`config.mk`:
```
export PLATFORM = sky130hd
export DESIGN_NAME = rational_stream_accumulator
export DESIGN_NICKNAME = d
export VERILOG_FILES = /design/src/hdl/rsa_pkg.sv /design/src/hdl/rational_stream_accumulator.sv
export SDC_FILE = /design/constraint.sdc
export NUM_CORES = 2
export LEC_CHECK = 0
export ABC_AREA = 1
export BUFFER_PORTS_ARGS = -buffer_cell sky130_fd_sc_hd__buf_2
export CAP_MARGIN = 10
export CORE_ASPECT_RATIO = 1.5
export CORE_MARGIN = 2
export CORE_UTILIZATION = 39
export CTS_CLUSTER_SIZE = 25
export DETAILED_ROUTE_END_ITERATION = 8
export MAX_ROUTING_LAYER = met4
export PLACE_DENSITY = 0.6
export SLEW_MARGIN = 20
export SYNTH_ARGS = -nofsm -noshare
export SYNTH_HDL_FRONTEND = slang
export SYNTH_SLANG_ARGS = --single-unit
```
`constraint.sdc`:
```
create_clock -name clock -period 72.9 [get_ports clock]
set_input_delay 3.645 -clock clock [delete_from_list [all_inputs] [get_ports clock]]
set_output_delay 3.645 -clock clock [all_outputs]
set_load 0.005 [all_outputs]
```
`src/hdl/rsa_pkg.sv`:
```
package rsa_pkg;

   typedef struct packed {
      logic signed [31:0] numerator;
      logic signed [31:0] denominator;
      logic               first_of_set;
   } req_type;

   typedef struct packed {
      logic signed [31:0] recip_num;
      logic [30:0]        recip_den;
      logic signed [63:0] max_num;
      logic [62:0]        max_den;
      logic signed [63:0] sum_num;
      logic [62:0]        sum_den;
      logic signed [63:0] prod_num;
      logic [62:0]        prod_den;
      logic               overflow_flag;
      logic               bad_input;
   } rsp_type;

   typedef enum logic [2:0] {
      S_IDLE,
      S_DISPATCH,
      S_MUL,
      S_MULFIN,
      S_GCD,
      S_GSH,
      S_DIV,
      S_OUT
   } state_type;

   typedef enum logic [3:0] {
      A_RED_G,
      A_RED_N,
      A_RED_D,
      A_RED_END,
      A_MAX1,
      A_MAX2,
      A_MAX3,
      A_SUM2,
      A_SUM3,
      A_SUM4,
      A_PROD1,
      A_PROD2,
      A_PROD3,
      A_DONE
   } action_type;

   typedef enum logic [1:0] {
      TGT_IN,
      TGT_SUM,
      TGT_PROD
   } target_type;

   typedef enum logic [1:0] {
      OP_NONE,
      OP_MUL,
      OP_GCD,
      OP_DIV
   } op_type;

   localparam logic [63:0] TWO63 = 64'h8000_0000_0000_0000;
   localparam logic [63:0] MAX31 = 64'h0000_0000_7FFF_FFFF;

   function automatic logic [63:0] mag64(input logic signed [63:0] x);
      return x[63] ? (~x + 64'd1) : x;
   endfunction

endpackage

```
`src/hdl/rational_stream_accumulator.sv`:
```
// each item is processed by the one shared 64-bit unit: seven 64-step shift-add
// multiplies, up to three binary gcd loops and up to six 64-step restoring divides
// run one after another; a zero-denominator item skips them and goes straight to output
// throughput: one item at a time, req_stall is high from accept until the result is queued
// reset: synchronous active high, clears the sequencer, the result valid and all
// accumulators to max 0/1, sum 0/1, product 1/1
module rational_stream_accumulator (
   input  logic             clock,
   input  logic             reset,
   input  logic             req_valid,
   output logic             req_stall,
   input  rsa_pkg::req_type req_data,
   output logic             rsp_valid,
   input  logic             rsp_stall,
   output rsa_pkg::rsp_type rsp_data
);

   rsa_pkg::state_type  state_ff, state_in;
   rsa_pkg::action_type act_ff, act_in;
   rsa_pkg::target_type tgt_ff, tgt_in;
   rsa_pkg::op_type     disp_op;

   logic [63:0] ua_ff, ua_in, ub_ff, ub_in, uacc_ff, uacc_in;
   logic [5:0]  cnt_ff, cnt_in;
   logic        uneg_ff, uneg_in, uovf_ff, uovf_in;
   logic signed [63:0] ures_ff, ures_in;
   logic        ures_ovf_ff, ures_ovf_in;

   logic signed [63:0] red_num_ff, red_num_in, red_den_ff, red_den_in;
   logic        red_neg_ff, red_neg_in;
   logic [63:0] g_ff, g_in, mn_ff, mn_in;
   logic signed [63:0] n_ff, n_in;
   logic [63:0] d_ff, d_in;
   logic signed [63:0] x_ff, x_in, y_ff, y_in;
   logic        ovfacc_ff, ovfacc_in;

   logic signed [63:0] best_num_ff, best_num_in, total_num_ff, total_num_in;
   logic signed [63:0] prod_num_ff, prod_num_in;
   logic [63:0] best_den_ff, best_den_in, total_den_ff, total_den_in;
   logic [63:0] prod_den_ff, prod_den_in;
   logic        have_best_ff, have_best_in, ovf_seen_ff, ovf_seen_in;
   logic [31:0] recip_num_ff, recip_num_in;
   logic [30:0] recip_den_ff, recip_den_in;
   logic        bad_ff, bad_in;
   rsa_pkg::rsp_type rsp_ff, rsp_in;
   logic        rsp_valid_ff, rsp_valid_in;

   logic req_acc, out_free, gcd_done;

   assign req_acc  = req_valid && !req_stall;
   assign out_free = !rsp_valid_ff || !rsp_stall;
   assign gcd_done = (ua_ff == 64'd0) || (ub_ff == 64'd0);

   // operation started by each dispatch action
   always_comb begin
      case (act_ff)
         rsa_pkg::A_RED_G:                            disp_op = rsa_pkg::OP_GCD;
         rsa_pkg::A_RED_N, rsa_pkg::A_RED_D:          disp_op = rsa_pkg::OP_DIV;
         rsa_pkg::A_MAX1, rsa_pkg::A_MAX2, rsa_pkg::A_MAX3, rsa_pkg::A_SUM2,
         rsa_pkg::A_SUM3, rsa_pkg::A_PROD1, rsa_pkg::A_PROD2:
                                                      disp_op = rsa_pkg::OP_MUL;
         default:                                     disp_op = rsa_pkg::OP_NONE;
      endcase
   end

   // next state
   always_comb begin
      state_in = state_ff;
      case (state_ff)
         rsa_pkg::S_IDLE: begin
            if (req_acc) begin
               state_in = (req_data.denominator == 32'sd0) ? rsa_pkg::S_OUT
                                                           : rsa_pkg::S_DISPATCH;
            end
         end
         rsa_pkg::S_DISPATCH: begin
            case (disp_op)
               rsa_pkg::OP_MUL: state_in = rsa_pkg::S_MUL;
               rsa_pkg::OP_GCD: state_in = rsa_pkg::S_GCD;
               rsa_pkg::OP_DIV: state_in = rsa_pkg::S_DIV;
               default: begin
                  if (act_ff == rsa_pkg::A_DONE) state_in = rsa_pkg::S_OUT;
               end
            endcase
         end
         rsa_pkg::S_MUL:    if (cnt_ff == 6'd0) state_in = rsa_pkg::S_MULFIN;
         rsa_pkg::S_MULFIN: state_in = rsa_pkg::S_DISPATCH;
         rsa_pkg::S_GCD:    if (gcd_done) state_in = rsa_pkg::S_GSH;
         rsa_pkg::S_GSH:    if (cnt_ff == 6'd0) state_in = rsa_pkg::S_DISPATCH;
         rsa_pkg::S_DIV:    if (cnt_ff == 6'd0) state_in = rsa_pkg::S_DISPATCH;
         rsa_pkg::S_OUT:    if (out_free) state_in = rsa_pkg::S_IDLE;
         default:           state_in = rsa_pkg::S_IDLE;
      endcase
   end

   // outputs
   always_comb begin
      req_stall = (state_ff != rsa_pkg::S_IDLE);
      rsp_valid = rsp_valid_ff;
      rsp_data  = rsp_ff;
   end

   // datapath
   always_comb begin
      logic signed [63:0] op_a, op_b, nv, sum;
      logic [64:0] acc2, trial;
      logic [63:0] mn, md;
      logic        neg, ge, any;

      act_in = act_ff;  tgt_in = tgt_ff;
      ua_in = ua_ff;  ub_in = ub_ff;  uacc_in = uacc_ff;  cnt_in = cnt_ff;
      uneg_in = uneg_ff;  uovf_in = uovf_ff;  ures_in = ures_ff;  ures_ovf_in = ures_ovf_ff;
      red_num_in = red_num_ff;  red_den_in = red_den_ff;  red_neg_in = red_neg_ff;
      g_in = g_ff;  mn_in = mn_ff;  n_in = n_ff;  d_in = d_ff;
      x_in = x_ff;  y_in = y_ff;  ovfacc_in = ovfacc_ff;
      best_num_in = best_num_ff;  best_den_in = best_den_ff;
      total_num_in = total_num_ff;  total_den_in = total_den_ff;
      prod_num_in = prod_num_ff;  prod_den_in = prod_den_ff;
      have_best_in = have_best_ff;  ovf_seen_in = ovf_seen_ff;
      recip_num_in = recip_num_ff;  recip_den_in = recip_den_ff;  bad_in = bad_ff;
      rsp_in = rsp_ff;
      rsp_valid_in = rsp_valid_ff && rsp_stall;

      op_a = '0;  op_b = '0;
      nv = '0;  sum = x_ff + y_ff;
      acc2 = '0;  trial = '0;  mn = '0;  md = '0;  neg = 1'b0;  ge = 1'b0;  any = 1'b0;

      case (state_ff)
         rsa_pkg::S_IDLE: begin
            if (req_acc) begin
               if (req_data.first_of_set) begin
                  best_num_in = '0;  best_den_in = 64'd1;
                  total_num_in = '0;  total_den_in = 64'd1;
                  prod_num_in = 64'sd1;  prod_den_in = 64'd1;
                  have_best_in = 1'b0;  ovf_seen_in = 1'b0;
               end
               bad_in       = (req_data.denominator == 32'sd0);
               recip_num_in = '0;
               recip_den_in = '0;
               red_num_in   = 64'(req_data.numerator);
               red_den_in   = 64'(req_data.denominator);
               tgt_in       = rsa_pkg::TGT_IN;
               act_in       = rsa_pkg::A_RED_G;
            end
         end

         rsa_pkg::S_DISPATCH: begin
            case (act_ff)
               rsa_pkg::A_RED_G: begin
                  red_neg_in = red_num_ff[63] ^ red_den_ff[63];
                  ua_in = rsa_pkg::mag64(red_num_ff);
                  ub_in = rsa_pkg::mag64(red_den_ff);
                  act_in = rsa_pkg::A_RED_N;
               end
               rsa_pkg::A_RED_N: begin
                  g_in = ures_ff;
                  ua_in = rsa_pkg::mag64(red_num_ff);
                  ub_in = ures_ff;
                  act_in = rsa_pkg::A_RED_D;
               end
               rsa_pkg::A_RED_D: begin
                  mn_in = ures_ff;
                  ua_in = rsa_pkg::mag64(red_den_ff);
                  ub_in = g_ff;
                  act_in = rsa_pkg::A_RED_END;
               end
               rsa_pkg::A_RED_END: begin
                  mn  = mn_ff;
                  md  = ures_ff;
                  neg = red_neg_ff && (mn != 64'd0);
                  nv  = neg ? (~mn + 64'd1) : mn;
                  case (tgt_ff)
                     rsa_pkg::TGT_IN: begin
                        n_in = nv;
                        d_in = md;
                        if (mn == 64'd0) begin
                           recip_num_in = 32'd1;
                           recip_den_in = '0;
                        end else begin
                           if (neg) begin
                              recip_num_in = 32'(~md + 64'd1);
                           end else if (md > rsa_pkg::MAX31) begin
                              recip_num_in = 32'(rsa_pkg::MAX31);
                              ovf_seen_in  = 1'b1;
                           end else begin
                              recip_num_in = md[31:0];
                           end
                           if (mn > rsa_pkg::MAX31) begin
                              recip_den_in = 31'(rsa_pkg::MAX31);
                              ovf_seen_in  = 1'b1;
                           end else begin
                              recip_den_in = mn[30:0];
                           end
                        end
                        act_in = rsa_pkg::A_MAX1;
                     end
                     rsa_pkg::TGT_SUM: begin
                        total_num_in = nv;
                        total_den_in = md;
                        act_in = rsa_pkg::A_PROD1;
                     end
                     default: begin
                        prod_num_in = nv;
                        prod_den_in = md;
                        act_in = rsa_pkg::A_DONE;
                     end
                  endcase
               end
               rsa_pkg::A_MAX1: begin
                  op_a = n_ff;  op_b = best_den_ff;
                  act_in = rsa_pkg::A_MAX2;
               end
               rsa_pkg::A_MAX2: begin
                  x_in = ures_ff;
                  op_a = best_num_ff;  op_b = d_ff;
                  act_in = rsa_pkg::A_MAX3;
               end
               rsa_pkg::A_MAX3: begin
                  if (!have_best_ff || (x_ff > ures_ff)) begin
                     best_num_in = n_ff;
                     best_den_in = d_ff;
                     have_best_in = 1'b1;
                  end
                  op_a = total_num_ff;  op_b = d_ff;
                  act_in = rsa_pkg::A_SUM2;
               end
               rsa_pkg::A_SUM2: begin
                  x_in = ures_ff;  ovfacc_in = ures_ovf_ff;
                  op_a = n_ff;  op_b = total_den_ff;
                  act_in = rsa_pkg::A_SUM3;
               end
               rsa_pkg::A_SUM3: begin
                  y_in = ures_ff;  ovfacc_in = ovfacc_ff | ures_ovf_ff;
                  op_a = total_den_ff;  op_b = d_ff;
                  act_in = rsa_pkg::A_SUM4;
               end
               rsa_pkg::A_SUM4: begin
                  any = ovfacc_ff | ures_ovf_ff |
                        ((x_ff[63] == y_ff[63]) && (sum[63] != x_ff[63]));
                  if (any) begin
                     ovf_seen_in = 1'b1;
                     act_in = rsa_pkg::A_PROD1;
                  end else begin
                     red_num_in = sum;
                     red_den_in = ures_ff;
                     tgt_in = rsa_pkg::TGT_SUM;
                     act_in = rsa_pkg::A_RED_G;
                  end
               end
               rsa_pkg::A_PROD1: begin
                  op_a = prod_num_ff;  op_b = n_ff;
                  act_in = rsa_pkg::A_PROD2;
               end
               rsa_pkg::A_PROD2: begin
                  x_in = ures_ff;  ovfacc_in = ures_ovf_ff;
                  op_a = prod_den_ff;  op_b = d_ff;
                  act_in = rsa_pkg::A_PROD3;
               end
               rsa_pkg::A_PROD3: begin
                  if (ovfacc_ff | ures_ovf_ff) begin
                     ovf_seen_in = 1'b1;
                     act_in = rsa_pkg::A_DONE;
                  end else begin
                     red_num_in = x_ff;
                     red_den_in = ures_ff;
                     tgt_in = rsa_pkg::TGT_PROD;
                     act_in = rsa_pkg::A_RED_G;
                  end
               end
               default: ;
            endcase
            // unit load
            case (disp_op)
               rsa_pkg::OP_MUL: begin
                  ua_in = rsa_pkg::mag64(op_a);
                  ub_in = rsa_pkg::mag64(op_b);
                  uneg_in = op_a[63] ^ op_b[63];
                  uacc_in = '0;  uovf_in = 1'b0;  cnt_in = 6'd63;
               end
               rsa_pkg::OP_GCD: cnt_in = 6'd0;
               rsa_pkg::OP_DIV: begin
                  uacc_in = '0;  cnt_in = 6'd63;
               end
               default: ;
            endcase
         end

         // msb-first shift-add on magnitudes, sticky once past 64 bits
         rsa_pkg::S_MUL: begin
            acc2 = {uacc_ff, 1'b0} + {1'b0, (ub_ff[63] ? ua_ff : 64'd0)};
            uovf_in = uovf_ff | uacc_ff[63] | acc2[64];
            uacc_in = acc2[63:0];
            ub_in = {ub_ff[62:0], 1'b0};
            cnt_in = cnt_ff - 6'd1;
         end
         rsa_pkg::S_MULFIN: begin
            ures_in = uneg_ff ? (~uacc_ff + 64'd1) : uacc_ff;
            ures_ovf_in = uovf_ff | (uneg_ff ? (uacc_ff > rsa_pkg::TWO63) : uacc_ff[63]);
         end

         // binary gcd, common factors of two counted in cnt
         rsa_pkg::S_GCD: begin
            if (ub_ff == 64'd0) begin
               ua_in = ua_ff;
            end else if (ua_ff == 64'd0) begin
               ua_in = ub_ff;
            end else if (!ua_ff[0] && !ub_ff[0]) begin
               ua_in = ua_ff >> 1;  ub_in = ub_ff >> 1;  cnt_in = cnt_ff + 6'd1;
            end else if (!ua_ff[0]) begin
               ua_in = ua_ff >> 1;
            end else if (!ub_ff[0]) begin
               ub_in = ub_ff >> 1;
            end else if (ua_ff >= ub_ff) begin
               ua_in = ua_ff - ub_ff;
            end else begin
               ub_in = ub_ff - ua_ff;
            end
         end
         rsa_pkg::S_GSH: begin
            if (cnt_ff == 6'd0) begin
               ures_in = ua_ff;
            end else begin
               ua_in = {ua_ff[62:0], 1'b0};
               cnt_in = cnt_ff - 6'd1;
            end
         end

         // restoring divide: ua holds dividend shifting out, quotient shifting in
         rsa_pkg::S_DIV: begin
            trial = {uacc_ff, ua_ff[63]};
            ge = (trial >= {1'b0, ub_ff});
            uacc_in = ge ? 64'(trial - {1'b0, ub_ff}) : trial[63:0];
            ua_in = {ua_ff[62:0], ge};
            cnt_in = cnt_ff - 6'd1;
            if (cnt_ff == 6'd0) ures_in = {ua_ff[62:0], ge};
         end

         rsa_pkg::S_OUT: begin
            if (out_free) begin
               rsp_in.recip_num     = recip_num_ff;
               rsp_in.recip_den     = recip_den_ff;
               rsp_in.max_num       = best_num_ff;
               rsp_in.max_den       = best_den_ff[62:0];
               rsp_in.sum_num       = total_num_ff;
               rsp_in.sum_den       = total_den_ff[62:0];
               rsp_in.prod_num      = prod_num_ff;
               rsp_in.prod_den      = prod_den_ff[62:0];
               rsp_in.overflow_flag = ovf_seen_ff;
               rsp_in.bad_input     = bad_ff;
               rsp_valid_in         = 1'b1;
            end
         end
         default: ;
      endcase
   end

   always_ff @(posedge clock) begin
      if (reset) begin
         state_ff     <= rsa_pkg::S_IDLE;
         act_ff       <= rsa_pkg::A_DONE;
         tgt_ff       <= rsa_pkg::TGT_IN;
         rsp_valid_ff <= 1'b0;
         best_num_ff  <= '0;
         best_den_ff  <= 64'd1;
         total_num_ff <= '0;
         total_den_ff <= 64'd1;
         prod_num_ff  <= 64'sd1;
         prod_den_ff  <= 64'd1;
         have_best_ff <= 1'b0;
         ovf_seen_ff  <= 1'b0;
      end else begin
         state_ff     <= state_in;
         act_ff       <= act_in;
         tgt_ff       <= tgt_in;
         rsp_valid_ff <= rsp_valid_in;
         best_num_ff  <= best_num_in;
         best_den_ff  <= best_den_in;
         total_num_ff <= total_num_in;
         total_den_ff <= total_den_in;
         prod_num_ff  <= prod_num_in;
         prod_den_ff  <= prod_den_in;
         have_best_ff <= have_best_in;
         ovf_seen_ff  <= ovf_seen_in;
      end
   end

   always_ff @(posedge clock) begin
      ua_ff <= ua_in;  ub_ff <= ub_in;  uacc_ff <= uacc_in;  cnt_ff <= cnt_in;
      uneg_ff <= uneg_in;  uovf_ff <= uovf_in;  ures_ff <= ures_in;  ures_ovf_ff <= ures_ovf_in;
      red_num_ff <= red_num_in;  red_den_ff <= red_den_in;  red_neg_ff <= red_neg_in;
      g_ff <= g_in;  mn_ff <= mn_in;  n_ff <= n_in;  d_ff <= d_in;
      x_ff <= x_in;  y_ff <= y_in;  ovfacc_ff <= ovfacc_in;
      recip_num_ff <= recip_num_in;  recip_den_ff <= recip_den_in;  bad_ff <= bad_in;
      rsp_ff <= rsp_in;
   end

`ifndef ASSERT_OFF
   a_busy_after_accept: assert property (@(posedge clock) disable iff (reset)
      req_valid && !req_stall |=> req_stall)
      else $error("accepted item did not make the block busy");

   a_dens_positive: assert property (@(posedge clock) disable iff (reset)
      rsp_valid |-> (rsp_data.max_den != '0) && (rsp_data.sum_den != '0) &&
                    (rsp_data.prod_den != '0))
      else $error("zero denominator in result");

   a_bad_recip_zero: assert property (@(posedge clock) disable iff (reset)
      rsp_valid && rsp_data.bad_input |->
         (rsp_data.recip_num == '0) && (rsp_data.recip_den == '0))
      else $error("skipped item carries a reciprocal");

   a_div_nonzero: assert property (@(posedge clock) disable iff (reset)
      state_ff == rsa_pkg::S_DIV |-> ub_ff != 64'd0)
      else $error("divide by zero in shared unit");
`endif

endmodule
```
==> flow_summary.ini <==
[sta]
finalClockSkew_ns = 0.102
fmax_mhz = 148
holdWs_ns = 0.419
fin_tns_setup_ns = 0
fin_ws_ns = 66.13
slew_headroom_pct = 2.20
timing.final.crit_share_pct = 9.29
hold_viol_final = 0
setup-violations-final = 0
worstMarginPinSlew_ns = 1.45
fin_crit_ns = 6.77
slew_viol_final = 0
rsz0062_at_grt = false

[logic_synthesis]
synth_area_um2 = 108000
synthCells = 14400
synth_edf_count = 1289
synth.area.top_cells = edfxtp_1 (36%), nand2_1 (12%), dfxtp_1 (7.4%), nor2_1 (6.4%), a21oi_1 (5.6%)
ys_seq_area_share_pct = 43.2
synth_seq_cells = 1687
syn_area_per_cell_um2 = 7.51
yosysMostFrequentCell = nand2_1
synth_largest_area_cell = edfxtp_1
yosys_warnings = 0
ys_top_cells_by_count = nand2_1 (3554), nor2_1 (1838), inv_1 (1423), edfxtp_1 (1289), a21oi_1 (1203)
async_reset_ff_share_pct = 0
synth_fp_nets = 14900
synth_top_area_share_pct = 35.8
yosys_most_used_dff = edfxtp_1
yosysUniqueCellTypes = 69

[detailed_routing]
drc = 0
vias = 112000
avgViaCountPerCell = 6.02
drt-total-wl_mm = 635
ant_nets = 0
drtPass1Iterations = 7
first_iter_violations = 13400
routedWlPerCell_um = 34.1

[setup_path]
cp.required_ns = 73.70
path_buf_inv = 7
path_max_fanout = 92
r2r_start = act_ff[1]
critPathTopFamily = buffers and inverters
crit_slowest_cell = buf_4
path_cells = buf_2, inv_1, nand2_1, nand2_1, inv_1, o21ai_0, inv_4, nand2_2, buf_4, inv_6, buf_4, o21ai_0, a21oi_1
end_kind = flop
cp.arrival_ns = 7.57
startpoint_type = input port
crit_start = req_valid
max_stage_delay_ns = 0.89
critPathKind = input port to flop

[cts]
hold_buffers = 0
cts_max_path_buffers = 4
numClockSinks = 1687
clk_pin_slew_ns = 0.06
cts_resized = 0
post-cts-setup-buffer-count = 0
cts_buffers = 180
cts_tree = yes
insertion_delay_ns = 0.92
h-tree-depth = 4
root_buffer = clkbuf_16

[die]
die_h_um = 649
die_w_um = 434
initial_core_util_pct = 39.2
fp.coreArea_um2 = 275000
rows = 236
ios = 517
die_area_um2 = 281000

[power_and_ir_drop]
power_switching_share_pct = 57.1
p_seq_share_pct = 25.6
p_sw_w = 0.00378
p_per_area_nw_per_um2 = 54.7
cellLeakagePower_nw = 50.0
power_frac_comb_pct = 59.9
clockPowerShare_pct = 14.6
p_total_w = 0.00662
internal_power_w = 0.00284
ir_drop_mv = 0.0298

[min_path]
holdCritStartpoint = recip_num_ff[16]
hp-class = flop to flop

[global_route]
grt_usage_pct = 45.3
grt_max_degree = 137
grt_pass1_vias = 109000
overflow = 0
grt_pass1_wl_mm = 857
antenna_found_initial = 52

[placed_design]
port_buffers = 516
gp_congestion = 1.18
dpl.hpwl_mm = 505
pre_cts_ws_ns = 65.28

[outcome]
status = completed

[finish]
nets = 15200
final_util_pct = 43.9
synthToLayoutAreaGrowth_pct = 12.0
layout-drive-gt1-share_pct = 8.35

[flow_run]
maxCapViolations = 0
-- sequential cells by signal, summed over array words and instances (netlist names), 31 cells and up --
signal and count:
red_num_ff 64, d_ff 64, red_den_ff 64, prod_num_ff 64
x_ff 64, recip_num_ff 32, recip_den_ff 31, y_ff 64
best_num_ff 64, best_den_ff 64, prod_den_ff 64, uacc_ff 64
g_ff 64, ures_ff 64, n_ff 64, total_num_ff 64
mn_ff 64, rsp_data 446, ub_ff 64, ua_ff 64
total_den_ff 64
-- power groups by stage --
stage          combinational (W)  clock [W]  sequential, W
6_report                 0.00396   0.000966        0.00169
5_1_grt                  0.00411   0.000999        0.00170
4_1_cts                  0.00376   0.000966        0.00167
3_5_place_dp             0.00375          0        0.00169
3_3_place_gp             0.00375          0        0.00169
2_1_floorplan            0.00212          0        0.00156
-- through the flow --
stage	std cells	area [um^2]
3_3_place_gp	18200	115000
4_1_cts	18600	121000
6_report	18600	121000
2_1_floorplan	14400	108000
3_5_place_dp	18200	115000
5_1_grt	18600	121000
-- kinds of logic (layout without fill, tap and decap cells) --
| family | count (synthesis) | in the layout | synth area share, % |
|---|---|---|---|
| buffers and inverters | 2031 | 2517 | 7.33 |
| and+or+nand+nor | 7042 | 7042 | 27.4 |
| other | 0 | 43 | 0 |
| AOI/OAI and AO/OA | 2891 | 2891 | 14.7 |
| adders and majority gates | 404 | 404 | 4.72 |
| xor gates and xnor gates | 330 | 330 | 2.68 |
| DFF | 1687 | 1687 | 43.2 |
-- cells in the final DEF (no fill, tap or decap), drive strengths merged, types with 21 or more instances in the layout --
| cell | Yosys | layout |
|---|---|---|
| buf | 143 | 747 |
| o22ai | 40 | 40 |
| o31ai | 21 | 21 |
| nor4 | 92 | 92 |
| dfxtp | 398 | 398 |
| nor3 | 178 | 178 |
| edfxtp | 1289 | 1289 |
| nand2 | 3573 | 3573 |
| xnor2 | 114 | 114 |
| a31oi | 65 | 65 |
| o211ai | 133 | 133 |
| inv | 1445 | 1454 |
| o2111ai | 22 | 22 |
| a21boi | 22 | 22 |
| nor2 | 1897 | 1897 |
| clkinv | 8 | 53 |
| o21ai | 1137 | 1137 |
| o21bai | 54 | 54 |
| a21o | 56 | 56 |
| nand4 | 277 | 277 |
| diode | 0 | 43 |
| nand3 | 881 | 881 |
| o32ai | 28 | 28 |
| or2 | 36 | 36 |
| clkbuf | 435 | 229 |
| o21a | 38 | 38 |
| a21oi | 1205 | 1205 |
| ha | 398 | 398 |
| xor2 | 216 | 216 |
| nand3b | 87 | 87 |
-- final cells by class --
type	instances	area [um^2]
Antenna cell	43	108
Clock buffer	229	4870
Clock inverter	88	983
Fill cell	28700	155000
Inverter	1453	5490
Multi-Input combinational cell	10700	53800
Sequential cell	1687	46700
Tap cell	3689	4620
Timing Repair Buffer	747	4410
-- worst paths after layout --
check | endpoint | slack [ns] | depth (start not counted)
min | rsp_data[430] | 0.42 | 0
max | total_num_ff[10] | 66.13 | 13
max reg2reg | ua_ff[46] | 66.84 | 20
min reg2reg | rsp_data[430] | 0.42 | 0
-- per-layer routing --
metal  global-route usage, %  wire length (um)  vias up
li1                        -                 -    49400
met1                    44.1            205000    53300
met2                    72.4            295000     6664
met3                    8.54             47800     2622
met4                    49.9             87100        0
met5                       -                 0        -
Note: power is estimated with default switching activity, not from simulation.
